<file path="src/rtl/normal_map_merge_pixel_assert.svh">
// ----------------------------------------------------------------------------
// normal map merge assertion macros
// Concurrent assertion wrappers, empty when synthesized.
// ----------------------------------------------------------------------------
`ifndef NORMAL_MAP_MERGE_PIXEL_ASSERT_SVH
`define NORMAL_MAP_MERGE_PIXEL_ASSERT_SVH
`ifndef SYNTHESIS
// property checked at every rising clock edge outside reset
`define NMM_ASSERT(lbl, clk, rstn, prop) \
  lbl: assert property (@(posedge clk) disable iff (!rstn) prop) \
    else $error("nmm: concurrent assertion failed");
// condition in one cycle implies expression in the next
`define NMM_ASSERT_NEXT(lbl, clk, rstn, cond, expr) \
  lbl: assert property (@(posedge clk) disable iff (!rstn) (cond) |=> (expr)) \
    else $error("nmm: next-cycle assertion failed");
`else
`define NMM_ASSERT(lbl, clk, rstn, prop)
`define NMM_ASSERT_NEXT(lbl, clk, rstn, cond, expr)
`endif
`endif

</file>
<file path="src/rtl/nmm_isqrt.sv">
// ----------------------------------------------------------------------------
// nmm_isqrt
// Pipelined digit-by-digit integer square root, one root bit per stage,
// several lanes sharing valid and a sideband tag.
// ----------------------------------------------------------------------------
module nmm_isqrt #(
  parameter int unsigned LANES = 2,
  parameter int unsigned RW    = 23,
  parameter int unsigned TW    = 1
) (
  input  logic              clk_i,
  input  logic              rst_ni,
  input  logic              en_i,
  input  logic              valid_i,
  input  logic [2*RW-1:0]   rad_i  [LANES],
  input  logic [TW-1:0]     tag_i,
  output logic              valid_o,
  output logic [RW-1:0]     root_o [LANES],
  output logic [TW-1:0]     tag_o
);

  logic [2*RW-1:0] rad_q  [RW][LANES];
  logic [2*RW-1:0] rad_d  [RW][LANES];
  logic [RW:0]     rem_q  [RW][LANES];
  logic [RW:0]     rem_d  [RW][LANES];
  logic [RW-1:0]   root_q [RW][LANES];
  logic [RW-1:0]   root_d [RW][LANES];
  logic [TW-1:0]   tag_q  [RW];
  logic [RW-1:0]   vld_q;

  // one trial subtraction per stage and lane
  always_comb begin
    logic [2*RW-1:0] rad_p;
    logic [RW:0]     rem_p;
    logic [RW-1:0]   root_p;
    logic [RW+3:0]   cur;
    logic [RW+3:0]   trial;
    logic [RW+3:0]   diff;
    for (int s = 0; s < RW; s++) begin
      for (int l = 0; l < LANES; l++) begin
        if (s == 0) begin
          rad_p  = rad_i[l];
          rem_p  = '0;
          root_p = '0;
        end else begin
          rad_p  = rad_q[s-1][l];
          rem_p  = rem_q[s-1][l];
          root_p = root_q[s-1][l];
        end
        cur   = {1'b0, rem_p, rad_p[2*RW-1-2*s -: 2]};
        trial = {2'b00, root_p, 2'b01};
        diff  = cur - trial;
        rad_d[s][l] = rad_p;
        if (!diff[RW+3]) begin
          rem_d[s][l]  = diff[RW:0];
          root_d[s][l] = {root_p[RW-2:0], 1'b1};
        end else begin
          rem_d[s][l]  = cur[RW:0];
          root_d[s][l] = {root_p[RW-2:0], 1'b0};
        end
      end
    end
  end

  // valid bits
  always_ff @(posedge clk_i or negedge rst_ni) begin
    if (!rst_ni) begin
      vld_q <= '0;
    end else if (en_i) begin
      vld_q <= {vld_q[RW-2:0], valid_i};
    end
  end

  // stage data
  always_ff @(posedge clk_i) begin
    if (en_i) begin
      rad_q    <= rad_d;
      rem_q    <= rem_d;
      root_q   <= root_d;
      tag_q[0] <= tag_i;
      for (int s = 1; s < RW; s++) begin
        tag_q[s] <= tag_q[s-1];
      end
    end
  end

  assign valid_o = vld_q[RW-1];
  assign root_o  = root_q[RW-1];
  assign tag_o   = tag_q[RW-1];

endmodule

</file>
<file path="config.mk">
export PLATFORM = sky130hd
export DESIGN_NAME = nmm_isqrt
export DESIGN_NICKNAME = d
export VERILOG_FILES = /design/src/rtl/normal_map_merge_pixel_assert.svh /design/src/rtl/nmm_isqrt.sv
export SDC_FILE = /design/constraint.sdc
export NUM_CORES = 2
export LEC_CHECK = 0
export BUFFER_PORTS_ARGS = -buffer_cell sky130_fd_sc_hd__buf_2
export CAP_MARGIN = 5
export CORE_MARGIN = 1.5
export CORE_UTILIZATION = 25
export DETAILED_ROUTE_END_ITERATION = 8
export GPL_TIMING_DRIVEN = 1
export PLACE_DENSITY = 0.46
export SYNTH_ARGS = -nofsm -noshare
export SYNTH_HDL_FRONTEND = slang
export SYNTH_SLANG_ARGS = --single-unit
</file>
<file path="constraint.sdc">
create_clock -name clk_i -period 6.8 [get_ports clk_i]
set_input_delay 2.04 -clock clk_i [delete_from_list [all_inputs] [get_ports clk_i]]
set_output_delay 2.04 -clock clk_i [all_outputs]
set_load 0.005 [all_outputs]
</file>
# After elaboration in Yosys (flattened, before gate mapping)

Memories as Yosys holds them, arrays and structs flattened.
Index checks and enable logic that the tools add are counted.

Logic and storage cells: 276
Memory bits (writable): 23
Bits in registers: 2601
Output and inout bits: 48
Bits of input ports: 97
Memories: 1

Memories:

| name  | words | width | read ports | clocked after memory_dff | wr ports | line            | RTL |
|---|---|---|---|---|---|---|---|
| tag_q | 23    | 1     | 23         | 0                        | 23       | nmm_isqrt.sv:28 | `logic [TW-1:0] tag_q [RW];` |

Multiplexer cells: 92
Add/sub/neg operators: 46

Operators by type and width:

| kind                         | number |
|---|---|
| 2-to-1 mux 24 bit            | 42 |
| subtractor 26 x 10 -> 27 bit | 2 |
| subtractor 26 x 11 -> 27 bit | 2 |
| subtractor 26 x 12 -> 27 bit | 2 |
| subtractor 26 x 13 -> 27 bit | 2 |
| subtractor 26 x 14 -> 27 bit | 2 |
| subtractor 26 x 15 -> 27 bit | 2 |
| subtractor 26 x 16 -> 27 bit | 2 |
| subtractor 26 x 17 -> 27 bit | 2 |
| subtractor 26 x 18 -> 27 bit | 2 |
| subtractor 26 x 19 -> 27 bit | 2 |
| subtractor 26 x 20 -> 27 bit | 2 |
| subtractor 26 x 21 -> 27 bit | 2 |
| subtractor 26 x 22 -> 27 bit | 2 |
| subtractor 26 x 23 -> 27 bit | 2 |
| subtractor 26 x 24 -> 27 bit | 2 |
| subtractor 26 x 3 -> 27 bit  | 2 |
| subtractor 26 x 4 -> 27 bit  | 2 |
| subtractor 26 x 5 -> 27 bit  | 2 |
| subtractor 26 x 6 -> 27 bit  | 2 |
| subtractor 26 x 7 -> 27 bit  | 2 |
| subtractor 26 x 8 -> 27 bit  | 2 |
| subtractor 26 x 9 -> 27 bit  | 2 |
| 2-to-1 mux 1 bit             | 48 |
| 2 further kinds              | 4 |

# Longest topological paths before layout

Depth in word-level cells: 2
Gate-level depth with buffers: 14
Depth with buffers taken out: 13

# Worst setup path after synthesis

OpenSTA, ideal clock, no wires.

Path type: register to register
From: register rem_q[216] in the netlist's numbering
To: register rem_q[186] in the netlist's numbering, data pin
Setup slack: 3560 ps
Buffers on the path: 1
Cell stages (with the launch flop): 11
Clock period less this slack: 3240 ps
Data required time: 6540 ps
Arrival: 2980 ps
Setup time: 260 ps
Cells stage by stage: edfxtp_1 ha_1 nor2b_1 o311ai_2 a31oi_1 o41a_1 a41o_1 a21o_1 a2111oi_4 buf_4 mux2_2

RTL lines:

| element                | line            | RTL |
|---|---|---|
| from (decl)            | nmm_isqrt.sv:24 | `logic [RW:0] rem_q [RW][LANES];` |
| from (signal assigned) | nmm_isqrt.sv:78 | `rem_q <= rem_d;` |

==> impl_results.md <==
* Synth Cell Area at around 120000 µm²
* Worst hold path class: register to register
* DR pass1 iterations at 6
* Skew final at 54.32 ps
* Gr usage total at 9.023%
* Register Area at 78080 µm²
* Crit path max fanout at 40
* Area of the multi-input gates at 36140 µm²
* Routability Congestion at 0.8624
* Pin count of the biggest net entering global routing at 171
* Tmin final at 3821 ps
* Dpl ws at 2756 ps
* Int Power at approximately 32000 µW
* Sink Count at ~2600
* Final Cycle Share at 56.19%
* # Max-Cap Violations at 0
* Full die area at 474200 µm²
* Hold-fix buffers, CTS at 0
* Status: finished, final reports clean
* Global-route wire length before repair at ~350000 µm
* CP cell instances: ha_1 -> nor2b_1 -> o311ai_2 -> a31oi_1 -> o41a_1 -> a41o_1 -> a21o_1 -> a2111oi_4 -> buf_4 -> inv_1 -> mux2_1
* Number of CTS-inserted buffers at 293
* Sequential power share at between 40% and 50%
* Worst path max stage delay at roughly 420 ps
* Htree depth at 5
* Lkg Pwr at between 0.05 and 0.06 µW
* Post-synth ARST share at less than 1%
* Critical Path AT at 4460 ps
* WP data required at between 7000 and 8000 ps
* Non-filler cells, final at 15560
* Placed Cells incl. Taps at 15030
* Initial antenna violation count at 13
* Cell variety after synth at 91
* Clk buf depth at 4
* Residual DRC count at 0
* Area grow syn2layout at 15.29%
* Clock Power Share at 35.3%
* Ys flop type: edfxtp_1
* Die Span Y at 688.6 µm
* Final hold violations at 0
* Num rows at 251
* Via density at ~4.3
* Net Sw Frac at a little over a quarter
* Initial core utilization at 25.13%
* Fin nets at 9781
* Max stage delay cell, worst path: o41a_1
* Hold path depth at 0
* Final ANT Viol Nets at 0
* Yosys reg bits at 2604
* Quantity of gates resized following cts at 0
* Setup crit start kind: register
* CP Capture Type: register
* Achievable Freq at 261.7 MHz
* Chip width at slightly below 700 µm
* Number of flops mapped to enable cells by yosys at around 2600
* Worst-path clk slew at 60 ps
* Port Buffer Count at about 140
* Share of the yosys chip area belonging to registers at 66.44%
* Max-slew violation count at 0
* Final instance area at approximately 140000 µm²
* # setup viols final at 0
* Max IR drop VDD at 0.1840 mV
* Clk root buf: clkbuf_16
* Filler cells at 46690
* Rel. slew slack at a little under a fifth
* Detailed router's first-iteration violation count at 3823
* Post-Synthesis Cells at 8778
* Synth Area per Inst at 13.39 µm²
* Launch point of the worst path: rem_q[216]$_DFFE_PP_
* GRT overflow at 0
* DR WL/cell at 14.30 µm
* Ys Warns at 0
* Vias in the first global route at slightly below 70000
* CORE AREA at 467600 µm²
* Post-CTS Setup Inserts at 0
* Crit Path Category: register to register
* Dpl hpwl at roughly 160000 µm
* # IOs at 145
* Setup tns final at 0 ps
* Reg2Reg Depth at 11
* Clk_lat worst skew at 910 ps
* Ratio of cells with drive above 1 in the final layout at under 10%
* Logic pwr share at about 16%
* Final WL at 222500 µm
* Hold_sp: rad_d[1023]$_DFFE_PP_
* Post-route setup slack at 2979 ps
* Tightest Pin Transition at 1182 ps
* Switching Power at 11640 µW
* CTS tree: built
* Vias at 66140
* Worst r2r src: rem_q[216]$_DFFE_PP_
* Pwr/cell area at 323.8 nW/µm²
* Dpl cell area at 126100 µm²
* RSZ-0062 raised after global routing: no
Yosys cell counts, types with 11 or more instances:
cell type  count  area share, %
edfxtp_1    2581             66
inv_1        737            2.4
nor2_1       590            1.9
ha_1         554            5.9
nand2_1      531            1.7
a21oi_1      492            2.1
o21ai_0      416            1.8
xnor2_1      396            3.0
xor2_1       353            2.6
nor3_1       241            1.0
a21o_1       171            1.1
nand3_1      149           0.63
o21a_1       142           0.91
nand2b_1     135           0.72
mux2_2       132            1.3
clkbuf_1     128           0.41
nor4_1       104           0.55
nor2b_1       86           0.46
or3_1         77           0.41
o31ai_1       58           0.37
or2_2         48           0.26
or4_1         48           0.31
a31oi_1       45           0.24
and3_1        44           0.23
nand4_1       42           0.22
a211oi_1      36           0.23
and2_1        33           0.18
o211ai_1      32           0.20
o21bai_1      27           0.17
a21boi_0      26           0.17
dfrtp_1       23           0.49
mux2i_1       21           0.18
nand3b_1      21           0.13
o2111ai_1     16           0.12
a2111oi_0     15           0.11
a211o_1       15           0.11
nor3b_1       15          0.096
and4_1        13          0.097
o41ai_1       13          0.097
nand4b_1      11          0.082
layer usage:
metal | up-vias | wire length (µm) | global-route usage [%]
met5 | - | 0 | 0
met4 | 0 | 8577 | 3.662
met3 | 505 | 8372 | 1.498
met2 | 1175 | 105500 | 15.61
met1 | 31350 | 100100 | 11.15
li1 | 33110 | - | -
cell usage in the layout, fill, tap and decap left out, types with 32 or more instances in the layout:
cell type	n
edfxtp_1	2581
inv_1	737
nor2_1	589
ha_1	554
nand2_1	531
a21oi_1	490
o21ai_0	416
xnor2_1	396
xor2_1	353
clkbuf_16	300
nor3_1	241
a21o_1	171
nand3_1	149
buf_2	143
o21a_1	142
nand2b_1	135
mux2_2	132
nor4_1	104
nor2b_1	86
or3_1	77
o31ai_1	58
clkbuf_1	58
clkinv_1	55
clkinv_2	51
or4_1	48
or2_2	48
and3_1	44
nand4_1	42
a31oi_1	42
buf_4	42
a211oi_1	36
and2_1	33
o211ai_1	32
cell type report:
class,instances,share of cell area [%]
Clock inverter,164,1.185
Clock buffer,361,5.732
Timing Repair Buffer,201,0.9974
Tap cell,6198,5.724
Inverter,741,2.053
Sequential cell,2604,57.63
Antenna cell,2,0.003694
Multi-Input combinational cell,5289,26.67
registers in the layout (all words and copies together), names as in the netlist:
name	cells
tag_q	23
root_q	506
vld_q	23
root_o	46
rad_d	1012
rem_q	994
logic make-up (layout without fill, tap and decap cells):
group	after synthesis	after routing	share of synthesized area [%]
DFF	2604	2604	66.44
and+or+nand+nor	2213	2213	9.190
other	1	4	0.003191
muxes	154	154	1.453
xor gates and xnor gates	749	749	5.582
buffers and inverters	886	1467	2.847
AOI/OAI and AO/OA	1617	1617	8.585
adders and majority gates	554	554	5.898
final timing paths:
kind	to	slack [ps]
worst max-delay path	rem_q[184]$_DFFE_PP_	2980
worst min-delay path	rad_d[931]$_DFFE_PP_	390
worst max register to register	rem_q[184]$_DFFE_PP_	2980
worst min register to register	rad_d[931]$_DFFE_PP_	390
max in group asynchronous	vld_q[12]$_DFFE_PN0P_	5300
min in group asynchronous	vld_q[15]$_DFFE_PN0P_	1140
worst max-delay path: cells and delay by family, from the launching register on:
family	cells	cell delay, ps
and+or+nand+nor	1	170
adders and majority gates	1	360
buffers and inverters	2	510
DFF	1	400
AOI/OAI and AO/OA	6	1770
muxes	1	330
power by group through the flow:
stage / sequential, µW / clock [µW] / combinational, µW
2_1_floorplan: 21100 / 0 / 5400
3_3_place_gp: 21600 / 0 / 6900
3_5_place_dp: 21600 / 0 / 7090
4_1_cts: 21300 / 16100 / 7130
5_1_grt: 21500 / 16700 / 7990
6_report: 21300 / 15500 / 7100
per-stage QoR:
step | power [µW] | hold WS (ps) | utilization, %
finish | 43870 | 394.1 | 28.97
global route | 46240 | 403.6 | 28.97
CTS | 44590 | 387.2 | 28.97
detailed placement | 28720 | 404.5 | 26.97
global placement | 28500 | 400.1 | 26.97
floorplan | 26490 | 400.3 | -
(Power assumes the default switching activity.)
